--- src/sv/depth_pixel_backprojection_unit_macros.svh ---
// ---------------------------------------------------------------------------
// depth pixel backprojection assertion macros
// shared property wrappers, empty when synthesizing
// ---------------------------------------------------------------------------
`ifndef DEPTH_PIXEL_BACKPROJECTION_UNIT_MACROS_SVH
`define DEPTH_PIXEL_BACKPROJECTION_UNIT_MACROS_SVH

`ifndef SYNTHESIS

`define DPBP_ASSERT_SAME(label, ante, cons) \
  label: assert property (@(posedge clk) disable iff (!rst_n) (ante) |-> (cons)) \
    else $error("dpbp assertion failed");

`define DPBP_ASSERT_NEXT(label, ante, cons) \
  label: assert property (@(posedge clk) disable iff (!rst_n) (ante) |=> (cons)) \
    else $error("dpbp assertion failed");

`else

`define DPBP_ASSERT_SAME(label, ante, cons)

`define DPBP_ASSERT_NEXT(label, ante, cons)

`endif

`endif

--- src/sv/dpbp_pkg.sv ---
// ---------------------------------------------------------------------------
// dpbp_pkg
// widths, register indexes and shared types of the depth backprojection unit
// ---------------------------------------------------------------------------
package dpbp_pkg;

  localparam int PixW   = 12;
  localparam int RawW   = 16;
  localparam int ScaleW = 24;
  localparam int LimW   = 20;
  localparam int CoefW  = 21;
  localparam int RegW   = 63;
  localparam int AddrW  = 3;
  localparam int ProdW  = RawW + ScaleW;
  localparam int DistW  = 28;
  localparam int MulW   = CoefW + PixW + 1;
  localparam int SumW   = MulW + 1;
  localparam int HalfW  = DistW / 2;
  localparam int PartW  = SumW + HalfW + 1;
  localparam int FullW  = 64;
  localparam int FracSh = 18;
  localparam int RndW   = FullW - FracSh;
  localparam int WsumW  = RndW + 1;
  localparam int OutW   = 28;
  localparam int Stages = 5;

  localparam logic [AddrW-1:0] RegDepthScale = 3'd0;
  localparam logic [AddrW-1:0] RegNearLimit  = 3'd1;
  localparam logic [AddrW-1:0] RegFarLimit   = 3'd2;
  localparam logic [AddrW-1:0] RegXCoeffs    = 3'd3;
  localparam logic [AddrW-1:0] RegYCoeffs    = 3'd4;
  localparam logic [AddrW-1:0] RegZCoeffs    = 3'd5;
  localparam logic [AddrW-1:0] RegTrans      = 3'd6;

  localparam logic [ScaleW-1:0] ScaleReset = 24'd16777;
  localparam logic [LimW-1:0]   NearReset  = 20'd82;
  localparam logic [LimW-1:0]   FarReset   = 20'd20480;

  typedef struct packed {
    logic [ScaleW-1:0]     depth_scale;
    logic [LimW-1:0]       near_limit;
    logic [LimW-1:0]       far_limit;
    logic [2:0][RegW-1:0]  coeffs;
    logic [RegW-1:0]       translation;
  } cfg_t;

  typedef struct packed {
    logic [Stages-1:0] load;
  } pipe_ctl_t;

  function automatic logic signed [OutW-1:0] sat_out(input logic signed [WsumW-1:0] v);
    logic signed [WsumW-1:0] hi;
    logic signed [WsumW-1:0] lo;
    hi = WsumW'(signed'({1'b0, {(OutW-1){1'b1}}}));
    lo = WsumW'(signed'({1'b1, {(OutW-1){1'b0}}}));
    if (v > hi) begin
      sat_out = hi[OutW-1:0];
    end else if (v < lo) begin
      sat_out = lo[OutW-1:0];
    end else begin
      sat_out = v[OutW-1:0];
    end
  endfunction

endpackage

--- src/sv/dpbp_axis.sv ---
// ---------------------------------------------------------------------------
// dpbp_axis
// one world axis: ray coefficient sum, split distance product, round, offset
// ---------------------------------------------------------------------------
module dpbp_axis (
  input  logic                               clk,
  input  dpbp_pkg::pipe_ctl_t                ctl,
  input  logic [dpbp_pkg::PixW-1:0]          pixel_col,
  input  logic [dpbp_pkg::PixW-1:0]          pixel_row,
  input  logic [dpbp_pkg::RegW-1:0]          coeffs,
  input  logic [dpbp_pkg::CoefW-1:0]         offset,
  input  logic [dpbp_pkg::DistW-1:0]         depth_d,
  input  logic                               keep,
  output logic signed [dpbp_pkg::OutW-1:0]   world
);

  localparam int CW = dpbp_pkg::CoefW;
  localparam int HW = dpbp_pkg::HalfW;

  logic signed [CW-1:0]                 c0;
  logic signed [CW-1:0]                 c1;
  logic signed [CW-1:0]                 c2;
  logic signed [dpbp_pkg::PixW:0]       col_s;
  logic signed [dpbp_pkg::PixW:0]       row_s;
  logic signed [dpbp_pkg::MulW-1:0]     m0_r, m0_nxt;
  logic signed [dpbp_pkg::MulW-1:0]     m1_r, m1_nxt;
  logic signed [dpbp_pkg::SumW-1:0]     s_r, s_nxt;
  logic signed [HW:0]                   d_lo;
  logic signed [HW:0]                   d_hi;
  logic signed [dpbp_pkg::PartW-1:0]    pl_r, pl_nxt;
  logic signed [dpbp_pkg::PartW-1:0]    ph_r, ph_nxt;
  logic signed [dpbp_pkg::FullW-1:0]    p;
  logic signed [dpbp_pkg::RndW-1:0]     r_r, r_nxt;
  logic signed [dpbp_pkg::WsumW-1:0]    wsum;
  logic signed [dpbp_pkg::OutW-1:0]     world_r, world_nxt;

  always_comb begin
    c0     = signed'(coeffs[CW-1:0]);
    c1     = signed'(coeffs[2*CW-1:CW]);
    c2     = signed'(coeffs[3*CW-1:2*CW]);
    col_s  = signed'({1'b0, pixel_col});
    row_s  = signed'({1'b0, pixel_row});
    m0_nxt = dpbp_pkg::MulW'(c0) * dpbp_pkg::MulW'(col_s);
    m1_nxt = dpbp_pkg::MulW'(c1) * dpbp_pkg::MulW'(row_s);
    s_nxt  = dpbp_pkg::SumW'(m0_r) + dpbp_pkg::SumW'(m1_r) + dpbp_pkg::SumW'(c2);
    // distance split in two halves to keep each multiplier narrow
    d_lo   = signed'({1'b0, depth_d[HW-1:0]});
    d_hi   = signed'({1'b0, depth_d[dpbp_pkg::DistW-1:HW]});
    pl_nxt = dpbp_pkg::PartW'(s_r) * dpbp_pkg::PartW'(d_lo);
    ph_nxt = dpbp_pkg::PartW'(s_r) * dpbp_pkg::PartW'(d_hi);
    // round half up to 1/4096 m
    p      = (dpbp_pkg::FullW'(ph_r) <<< HW) + dpbp_pkg::FullW'(pl_r)
           + dpbp_pkg::FullW'(signed'(65'd1 << (dpbp_pkg::FracSh - 1)));
    r_nxt  = p[dpbp_pkg::FullW-1:dpbp_pkg::FracSh];
    wsum   = dpbp_pkg::WsumW'(r_r) + dpbp_pkg::WsumW'(signed'(offset));
    world_nxt = keep ? dpbp_pkg::sat_out(wsum) : '0;
  end

  always_ff @(posedge clk) begin
    if (ctl.load[0]) begin
      m0_r <= m0_nxt;
      m1_r <= m1_nxt;
    end
    if (ctl.load[1]) begin
      s_r <= s_nxt;
    end
    if (ctl.load[2]) begin
      pl_r <= pl_nxt;
      ph_r <= ph_nxt;
    end
    if (ctl.load[3]) begin
      r_r <= r_nxt;
    end
    if (ctl.load[4]) begin
      world_r <= world_nxt;
    end
  end

  assign world = world_r;

endmodule

--- config.mk ---
export PLATFORM = sky130hd
export DESIGN_NAME = dpbp_axis
export DESIGN_NICKNAME = d
export VERILOG_FILES = /design/src/sv/depth_pixel_backprojection_unit_macros.svh /design/src/sv/dpbp_pkg.sv /design/src/sv/dpbp_axis.sv
export SDC_FILE = /design/constraint.sdc
export NUM_CORES = 2
export LEC_CHECK = 0
export BUFFER_PORTS_ARGS = -buffer_cell sky130_fd_sc_hd__buf_2
export CORE_ASPECT_RATIO = 2
export CORE_MARGIN = 10
export CORE_UTILIZATION = 40
export CTS_CLUSTER_DIAMETER = 100
export DETAILED_ROUTE_END_ITERATION = 6
export GPL_ROUTABILITY_DRIVEN = 0
export PLACE_DENSITY = 0.6
export SYNTH_ARGS = -nofsm -noshare
export SYNTH_HDL_FRONTEND = slang
export SYNTH_SLANG_ARGS = --single-unit
--- constraint.sdc ---
create_clock -name clk -period 9.1 [get_ports clk]
set_input_delay 0.455 -clock clk [delete_from_list [all_inputs] [get_ports clk]]
set_output_delay 0.455 -clock clk [all_outputs]
set_load 0.01 [all_outputs]
==> impl_metrics.ini <==
[global_routing]
grt_pass1_vias = 54800
grt-ovfl-total = 0
grt_antenna_before_repair = 23
grt_pass1_wl_um = 294000
grt_usage_pct = 20.6
grt_max_degree = 69

[route]
vias_per_cell = 5.22
ant_nets = 0
route.top_layer_used = met5
firstDrtPassIters = 7
dr_wl_met2_um = 105000
num_vias = 47500
drt_wl_total_um = 185000
drcViolationCount = 0
met1_length_um = 59000
drtIter0Drc = 2033
routedWlPerCell_um = 20.3
met3_length_um = 6480

[setup_path]
required_ns = 9.41
start_kind = flop
worstSetupPathType = flop to flop
path_max_fanout = 28
arrival_ns = 8.74
end_kind = flop

[yosys]
ys_async_sr_fraction_pct = 0
yosysWarnings = 0
synth_edf_count = 263
synth_area_per_cell_um2 = 9.51
ys_seq_elements = 263
synth_cells = 6988
ys.flop_type = edfxtp_1
synth_area_mm2 = 0.0664
syn_nets = 9065
ys_seq_area_share_pct = 11.9
synthDistinctLibCells = 76

[timing]
timing.final.crit_share_pct = 92.7
finalClockSkew_ns = 0.0443
hold_viol_final = 0
fmax_mhz = 119
slew_viol_final = 0
setup_ws_ns = 0.667
worst_pin_slew_ns = 1.33
fin_tns_setup_ns = 0
finalSetupViolCount = 0
rsz0062_at_grt = false
slew_headroom_pct = 11.1
finalCriticalPeriod_ns = 8.43

[final_layout]
multi_input_area_mm2 = 0.0517
seqCellArea_mm2 = 0.00790
synthToLayoutAreaGrowth_pct = 5.81
drive_above_1_share_pct = 4.73
fill_cells = 16300
stdcell_area_mm2 = 0.0703
fin_nets = 9010

[cts]
clkTransAtPathRegs_ns = 0.06
clockBufferDepth = 3
cts_repair_resize_count = 0
clk_latency_ns = 0.60
htreeDepth = 2
cts.hold.buffers_added = 0
post_cts_buffers = 0
cts_tree = yes
cts_buffers = 34
root_buffer = clkbuf_16
clkSinkCount = 263

[flow_run]
drv_cap = 0

[die]
num_rows = 211
dieArea_mm2 = 0.184
die_h_um = 596
core_mm2 = 0.165
initial_core_util_pct = 40.2
dieWidth_um = 308
ios = 171

[status]
status = finished, final reports clean

[place]
place_ws_ns = 0.865
portBuffers = 170
placed_cell_area_mm2 = 0.0692
dp_hpwl_um = 156000

[min_path]
hold_path.class = input port to flop
cell families after synthesis:
kind of cell               count (synthesis)  synth area share [%]
adders and majority gates               1934                  52.1
muxes                                      4                0.0603
DFF                                      263                  11.9
buffers and inverters                   1813                  10.3
and+or+nand+nor                         2090                  16.0
AOI/OAI and AO/OA                        641                  6.48
xor gates and xnor gates                 243                  3.20
worst max-delay path, stage by stage, from the launching register on:
cell and delay (ns):
edfxtp_1 0.91, and2_1 0.39, fa_1 0.54, inv_1 0.06, fa_1 0.53, inv_1 0.05
fa_1 0.53, fa_1 0.47, fa_1 0.53, inv_1 0.05, fa_1 0.47, inv_1 0.04
ha_1 0.35, nand3_1 0.14, or2_2 0.31, inv_1 0.09, o21ai_0 0.09, a31oi_1 0.30
o221ai_1 0.23, a31oi_1 0.51, a311oi_1 0.31, o31ai_1 0.66, a211oi_1 0.23, o21ai_0 0.26
xnor2_1 0.10
stage by stage:
step	hold slack, ns	instances	utilization [%]
after detailed placement	0.711	9027	41.8
after global placement	0.714	9027	41.8
after floorplan	0.567	6988	-
after CTS	0.290	9088	42.5
after global routing	0.312	9089	42.5
final	0.313	9096	42.5
worst paths after layout:
check | end | cells past startpoint | slack [ns] | from
max reg2reg | ph_r[43]$_DFFE_PP_ | 24 | 0.67 | s_r[16]$_DFFE_PP_
min reg2reg | r_r[45]$_DFFE_PP_ | 2 | 0.70 | ph_r[49]$_DFFE_PP_
max | ph_r[43]$_DFFE_PP_ | 24 | 0.67 | s_r[16]$_DFFE_PP_
min | ph_r[48]$_DFFE_PP_ | 1 | 0.31 | ctl[2]
synthesized netlist by cell type (96+ instances only):
| master | count | share of area [%] |
|---|---|---|
| inv_1 | 1499 | 8.5 |
| fa_1 | 1383 | 42 |
| and2_1 | 857 | 8.1 |
| nand2_1 | 774 | 4.4 |
| ha_1 | 551 | 10 |
| clkbuf_1 | 308 | 1.7 |
| edfxtp_1 | 263 | 12 |
| a21oi_1 | 203 | 1.5 |
| xnor2_1 | 177 | 2.3 |
| nor2_1 | 172 | 0.97 |
| a21o_1 | 97 | 1.1 |
| o21ai_0 | 96 | 0.72 |
flip-flops by register name, summed over array words and instances, names as in the netlist:
name / count
ph_r: 50
r_r: 46
pl_r: 36
s_r: 35
m0_r: 34
m1_r: 34
world: 28
final cells by class:
| type | instances | area share [%] |
|---|---|---|
| repair buffers | 223 | 1.78 |
| flip-flops and latches | 263 | 11.2 |
| inverters | 1499 | 8.00 |
| well taps | 2130 | 3.79 |
| clock buffers | 37 | 1.26 |
| diodes | 8 | 0.0285 |
| multi-input cells | 4912 | 73.6 |
| clock inverters | 24 | 0.333 |
cell usage in the layout, fill, tap and decap left out, drive strengths merged, types with 38 or more instances in the layout:
| master | netlist | layout |
|---|---|---|
| edfxtp | 263 | 263 |
| nor2 | 173 | 173 |
| nand3 | 49 | 49 |
| xnor2 | 177 | 177 |
| o21ai | 99 | 99 |
| nor3 | 48 | 48 |
| inv | 1499 | 1506 |
| nor2b | 38 | 38 |
| a21oi | 204 | 204 |
| and2 | 857 | 857 |
| nand2b | 38 | 38 |
| buf | 6 | 223 |
| ha | 551 | 551 |
| nand2 | 774 | 774 |
| a21o | 97 | 97 |
| xor2 | 66 | 66 |
| fa | 1383 | 1383 |
metal layers:
metal,up-vias,track usage [%]
met5,-,0
met4,22,13.6
met3,591,2.05
met2,1238,41.3
met1,24500,19.2
li1,21100,-
Power is not shown: default switching activity piles up to over one toggle a cycle in this logic, so the estimate is an artifact.
