### config.mk
export PLATFORM = sky130hd
export DESIGN_NAME = dpbp_cfg
export DESIGN_NICKNAME = d
export VERILOG_FILES = /design/src/sv/depth_pixel_backprojection_unit_macros.svh /design/src/sv/dpbp_pkg.sv /design/src/sv/dpbp_cfg.sv
export SDC_FILE = /design/constraint.sdc
export NUM_CORES = 1
export LEC_CHECK = 0
export BUFFER_PORTS_ARGS = -buffer_cell sky130_fd_sc_hd__buf_2
export CORE_UTILIZATION = 50
export CTS_CLUSTER_SIZE = 14
export DETAILED_ROUTE_END_ITERATION = 7
export HOLD_SLACK_MARGIN = 0.12
export PLACE_DENSITY = 0.77
export SYNTH_ARGS = -nofsm -noshare
export SYNTH_HDL_FRONTEND = slang
export SYNTH_SLANG_ARGS = --single-unit
### constraint.sdc
create_clock -name clk -period 1.55 [get_ports clk]
set_input_delay 0.31 -clock clk [delete_from_list [all_inputs] [get_ports clk]]
set_output_delay 0.31 -clock clk [all_outputs]
set_load 0.03 [all_outputs]
### src/sv/depth_pixel_backprojection_unit_macros.svh
// ---------------------------------------------------------------------------
// depth pixel backprojection assertion macros
// shared property wrappers, empty when synthesizing
// ---------------------------------------------------------------------------
`ifndef DEPTH_PIXEL_BACKPROJECTION_UNIT_MACROS_SVH
`define DEPTH_PIXEL_BACKPROJECTION_UNIT_MACROS_SVH

`ifndef SYNTHESIS

`define DPBP_ASSERT_SAME(label, ante, cons) \
  label: assert property (@(posedge clk) disable iff (!rst_n) (ante) |-> (cons)) \
    else $error("dpbp assertion failed");

`define DPBP_ASSERT_NEXT(label, ante, cons) \
  label: assert property (@(posedge clk) disable iff (!rst_n) (ante) |=> (cons)) \
    else $error("dpbp assertion failed");

`else

`define DPBP_ASSERT_SAME(label, ante, cons)

`define DPBP_ASSERT_NEXT(label, ante, cons)

`endif

`endif

### src/sv/dpbp_pkg.sv
// ---------------------------------------------------------------------------
// dpbp_pkg
// widths, register indexes and shared types of the depth backprojection unit
// ---------------------------------------------------------------------------
package dpbp_pkg;

  localparam int PixW   = 12;
  localparam int RawW   = 16;
  localparam int ScaleW = 24;
  localparam int LimW   = 20;
  localparam int CoefW  = 21;
  localparam int RegW   = 63;
  localparam int AddrW  = 3;
  localparam int ProdW  = RawW + ScaleW;
  localparam int DistW  = 28;
  localparam int MulW   = CoefW + PixW + 1;
  localparam int SumW   = MulW + 1;
  localparam int HalfW  = DistW / 2;
  localparam int PartW  = SumW + HalfW + 1;
  localparam int FullW  = 64;
  localparam int FracSh = 18;
  localparam int RndW   = FullW - FracSh;
  localparam int WsumW  = RndW + 1;
  localparam int OutW   = 28;
  localparam int Stages = 5;

  localparam logic [AddrW-1:0] RegDepthScale = 3'd0;
  localparam logic [AddrW-1:0] RegNearLimit  = 3'd1;
  localparam logic [AddrW-1:0] RegFarLimit   = 3'd2;
  localparam logic [AddrW-1:0] RegXCoeffs    = 3'd3;
  localparam logic [AddrW-1:0] RegYCoeffs    = 3'd4;
  localparam logic [AddrW-1:0] RegZCoeffs    = 3'd5;
  localparam logic [AddrW-1:0] RegTrans      = 3'd6;

  localparam logic [ScaleW-1:0] ScaleReset = 24'd16777;
  localparam logic [LimW-1:0]   NearReset  = 20'd82;
  localparam logic [LimW-1:0]   FarReset   = 20'd20480;

  typedef struct packed {
    logic [ScaleW-1:0]     depth_scale;
    logic [LimW-1:0]       near_limit;
    logic [LimW-1:0]       far_limit;
    logic [2:0][RegW-1:0]  coeffs;
    logic [RegW-1:0]       translation;
  } cfg_t;

  typedef struct packed {
    logic [Stages-1:0] load;
  } pipe_ctl_t;

  function automatic logic signed [OutW-1:0] sat_out(input logic signed [WsumW-1:0] v);
    logic signed [WsumW-1:0] hi;
    logic signed [WsumW-1:0] lo;
    hi = WsumW'(signed'({1'b0, {(OutW-1){1'b1}}}));
    lo = WsumW'(signed'({1'b1, {(OutW-1){1'b0}}}));
    if (v > hi) begin
      sat_out = hi[OutW-1:0];
    end else if (v < lo) begin
      sat_out = lo[OutW-1:0];
    end else begin
      sat_out = v[OutW-1:0];
    end
  endfunction

endpackage

### src/sv/dpbp_cfg.sv
// ---------------------------------------------------------------------------
// dpbp_cfg
// configuration register file, write only
// ---------------------------------------------------------------------------
module dpbp_cfg (
  input  logic                        clk,
  input  logic                        rst_n,
  input  logic                        cfg_we,
  input  logic [dpbp_pkg::AddrW-1:0]  cfg_addr,
  input  logic [dpbp_pkg::RegW-1:0]   cfg_wdata,
  output dpbp_pkg::cfg_t              cfg
);

  dpbp_pkg::cfg_t cfg_r;
  dpbp_pkg::cfg_t cfg_nxt;

  always_comb begin
    cfg_nxt = cfg_r;
    if (cfg_we) begin
      case (cfg_addr)
        dpbp_pkg::RegDepthScale: cfg_nxt.depth_scale = cfg_wdata[dpbp_pkg::ScaleW-1:0];
        dpbp_pkg::RegNearLimit:  cfg_nxt.near_limit  = cfg_wdata[dpbp_pkg::LimW-1:0];
        dpbp_pkg::RegFarLimit:   cfg_nxt.far_limit   = cfg_wdata[dpbp_pkg::LimW-1:0];
        dpbp_pkg::RegXCoeffs:    cfg_nxt.coeffs[0]   = cfg_wdata;
        dpbp_pkg::RegYCoeffs:    cfg_nxt.coeffs[1]   = cfg_wdata;
        dpbp_pkg::RegZCoeffs:    cfg_nxt.coeffs[2]   = cfg_wdata;
        dpbp_pkg::RegTrans:      cfg_nxt.translation = cfg_wdata;
        default:                 cfg_nxt = cfg_r;
      endcase
    end
  end

  always_ff @(posedge clk) begin
    if (!rst_n) begin
      cfg_r.depth_scale <= dpbp_pkg::ScaleReset;
      cfg_r.near_limit  <= dpbp_pkg::NearReset;
      cfg_r.far_limit   <= dpbp_pkg::FarReset;
      cfg_r.coeffs      <= '0;
      cfg_r.translation <= '0;
    end else begin
      cfg_r <= cfg_nxt;
    end
  end

  assign cfg = cfg_r;

endmodule

==> flow_summary.rst <==
.. list-table::
   :header-rows: 1

   * - Metric
     - Value
   * - Synthesized area per cell
     - about 10 um2
   * - Number of antenna violations at the first check in global routing
     - 1
   * - Critical-path top delay cell
     - sky130_fd_sc_hd__dfxtp_1
   * - Area of the placeable core
     - approximately 0.022 mm2
   * - Clock Sink Count
     - 316
   * - Share of the synthesized area in the top cell type
     - between 50 and 60%
   * - Critical Path Fanout Max
     - 2
   * - End of the worst register-to-register path
     - cfg[188]
   * - Depth of the CTS H-tree
     - 1
   * - Top cells by area in the synthesized netlist
     - sky130_fd_sc_hd__dfxtp_1 (55%), sky130_fd_sc_hd__mux2i_1 (28%), sky130_fd_sc_hd__nand2_1 (12%), sky130_fd_sc_hd__buf_2 (1.5%), sky130_fd_sc_hd__clkbuf_1 (1.1%)
   * - Sum of buffers and inverters on the critical path
     - 1
   * - Max-slew headroom
     - slightly above 60%
   * - Drt first-iter violations
     - between 400 and 500
   * - Number of instances on the worst hold path
     - 3
   * - Part of the Yosys area used for sequential elements
     - approximately 55%
   * - Run status
     - complete, no violations
   * - Area of the die
     - 0.0235 mm2
   * - Max Clock Skew
     - 0 ps
   * - Overall fraction of global-route tracks in use
     - around a quarter
   * - Mapped Area
     - approximately 0.011 mm2
   * - Maximum operating frequency
     - just under 700 MHz
   * - Number of cells produced by synthesis
     - approximately 1,100
   * - Worst r2r path cells
     - 2
   * - Worst supply voltage drop on vdd
     - 0.818 mV
   * - Antenna diode instance count
     - 0
   * - Power density normalized to cell area
     - roughly 1100 mW/mm2
   * - Antenna Nets Post-Route
     - 0
   * - Nets@finish
     - around 1,600
   * - Global route total overflow
     - 0
   * - Placement Setup Slack
     - about 24 ps
   * - Maximum single-stage delay on the critical path
     - approximately 380 ps
   * - Synth-to-layout area growth
     - 34.5%
   * - Cell variety after synth
     - 16
   * - Leakage Power
     - 0.00827 uW
   * - Setup-failing EPs final
     - 0
   * - Total of max-cap violations
     - 0
   * - Final worst-path cycle share
     - ~93%
   * - Startpoint of the worst setup timing path
     - cfg[42]
   * - Number of buffers inserted by post-CTS setup repair
     - 0
   * - Skew-Pair Late Insertion Delay
     - about 540 ps
   * - Worst r2r src
     - cfg[188]
   * - Endpoint, Worst Hold
     - cfg[153]
   * - Total CTS buffers
     - 31
   * - Number of vias per cell
     - approximately 5
   * - Hold Startpoint
     - cfg_wdata[27]
   * - Cell type contributing the most total cell area after synthesis
     - sky130_fd_sc_hd__dfxtp_1
   * - Effective utilization at floorplan
     - between 50 and 60%
   * - Count of synthesis-stage warnings from yosys
     - 0
   * - #FFs+latches synth
     - 316
   * - Largest net degree at the start of global routing
     - 48
   * - Worst Max-Slew Pin Slew
     - 564 ps
   * - Vias in the first global route
     - about 9,400
   * - Chip width
     - 153 um
   * - Rows
     - between 50 and 60
   * - First-pass GRT wire length
     - 49.9 mm
   * - Placed wire-length estimate after detailed placement
     - 22.4 mm
   * - Drc violations
     - 0
   * - Critical path endpoint category
     - output pin
   * - Count of TritonRoute iterations in the first routing pass
     - 5
   * - Share of post-route cells with drive strength above 1
     - between 30% and 40%
   * - Hold Violations, Final
     - 0
   * - Final wirelength
     - approximately 32 mm
   * - Count of buffers inserted at the top-level ports
     - approximately 380
   * - Clk pin slew, worst setup/hold paths
     - about 60 ps
   * - Clock period minus final worst setup slack
     - 1440 ps
   * - Post-layout worst setup margin
     - between 100 and 150 ps
   * - Total negative slack for setup checks
     - 0 ps
   * - Final design utilization
     - about 70%
   * - Data required time of the worst path
     - ~1200 ps
   * - Syn nets
     - 1,176
   * - Final Max Slew Viols
     - 0
   * - Root cell of the clock tree
     - sky130_fd_sc_hd__clkbuf_16
   * - Average wire per standard cell
     - approximately 17 um
   * - Vertical die dimension
     - 153 um
   * - Arr. time, crit path
     - about 1100 ps
   * - GP Congestion
     - 0.828
   * - Buffers from clock root to sink, at most
     - 3
   * - Register-to-register setup slack
     - between 900 and 1000 ps
   * - Setup repair after global routing missed its margin
     - false
   * - List of cells traversed by the critical path
     - buf_2
   * - Crit-path leading delay family
     - flip-flops
   * - Via count
     - roughly 9,400
   * - Flip-flop count of the largest register, all copies and words added
     - between 300 and 400
   * - HP Class
     - in2reg
   * - Critical path class
     - reg2out
   * - Category of the worst setup path launch point
     - register
   * - Top-Level Pins
     - a little under 400
   * - Clock tree from TritonCTS
     - built
==> through the flow <==
stage               cells  total power, uW  cell area [um2]  hold slack, ps
floorplan            1107             9470            11400             476
global placement     1744            10000            14000             439
detailed placement   1744            10100            14000             443
CTS                  1832            17500            15400             122
global route         1832            17900            15400             136
finish               1832            17300            15400             135
==> report_power, final <==
group	switching (uW)	internal (uW)	leakage, uW	total, uW
combinational	1000	558	0.00522	1560
clock	2970	4420	0.000492	7390
sequential	91.0	8300	0.00256	8390
total	4070	13300	0.00827	17300
==> worst reg2reg max path: stages, from the launching register on <==
cell and delay (ps):
sky130_fd_sc_hd__dfxtp_1 370, sky130_fd_sc_hd__nand2_1 70, sky130_fd_sc_hd__mux2i_1 140
==> cells in the mapped netlist <==
| cell type | number |
|---|---|
| sky130_fd_sc_hd__buf_2 | 34 |
| sky130_fd_sc_hd__nand4b_1 | 2 |
| sky130_fd_sc_hd__and4b_1 | 1 |
| sky130_fd_sc_hd__mux2i_1 | 316 |
| sky130_fd_sc_hd__and4bb_2 | 1 |
| sky130_fd_sc_hd__buf_6 | 2 |
| sky130_fd_sc_hd__buf_4 | 1 |
| sky130_fd_sc_hd__nand4bb_1 | 2 |
| sky130_fd_sc_hd__nand2_1 | 369 |
| sky130_fd_sc_hd__nor4bb_1 | 1 |
| sky130_fd_sc_hd__clkbuf_1 | 32 |
| sky130_fd_sc_hd__buf_1 | 9 |
| sky130_fd_sc_hd__or4b_1 | 1 |
| sky130_fd_sc_hd__nor2b_1 | 19 |
| sky130_fd_sc_hd__nor4b_1 | 1 |
| sky130_fd_sc_hd__dfxtp_1 | 316 |
==> area by class of cell <==
class	instances	area, um2
Fill cell	1708	6710
Sequential cell	316	6330
Multi-Input combinational cell	713	4800
Timing Repair Buffer	472	2910
Clock buffer	44	885
Tap cell	280	350
Clock inverter	7	114
==> routing by layer <==
layer	wire length, um	share of wire [%]	GRT usage (%)
met5	8	0.025	0
met4	1280	4.0	11.7
met3	2210	6.9	6.38
met2	15400	48	46.1
met1	13000	41	30.9
==> worst max path at each step <==
stage,endpoint,depth (start not counted)
final,cfg[42],1
after global routing,cfg[82],1
after CTS,cfg[173],1
after detailed placement,cfg[309],4
after global placement,cfg[309],4
after floorplan,cfg[309],4
==> kinds of logic after synthesis <==
logic type,count (synthesis),share of synthesized area (%)
AND/OR/NAND/NOR,397,13.9
multiplexers,316,27.7
flip-flops,316,55.3
buffers and inverters,78,3.10
==> what timing repair did <==
action | 4_1_cts | 5_1_grt
setup endpoints to repair | 0 | 0
endpoints found under the hold margin | 95 | 0
gates resized for setup | 0 | 0
hold buffers | 37 | 0
==> placed cells by master (no fill, tap or decap) <==
master	count
sky130_fd_sc_hd__nand4bb_1	1
sky130_fd_sc_hd__clkbuf_16	31
sky130_fd_sc_hd__clkbuf_1	7
sky130_fd_sc_hd__buf_12	18
sky130_fd_sc_hd__nor4b_2	1
sky130_fd_sc_hd__nor2b_1	19
sky130_fd_sc_hd__dlygate4sd3_1	37
sky130_fd_sc_hd__bufinv_16	3
sky130_fd_sc_hd__clkbuf_8	6
sky130_fd_sc_hd__mux2i_1	316
sky130_fd_sc_hd__clkinv_2	3
sky130_fd_sc_hd__buf_8	1
sky130_fd_sc_hd__and4b_4	1
sky130_fd_sc_hd__nand4bb_4	1
sky130_fd_sc_hd__or4b_1	1
sky130_fd_sc_hd__nor4bb_4	1
sky130_fd_sc_hd__inv_6	1
sky130_fd_sc_hd__and4bb_2	1
sky130_fd_sc_hd__nand2_1	369
sky130_fd_sc_hd__buf_4	33
sky130_fd_sc_hd__dfxtp_1	316
sky130_fd_sc_hd__buf_2	383
sky130_fd_sc_hd__nand4b_1	2
Power figures use the tool's default switching activity.
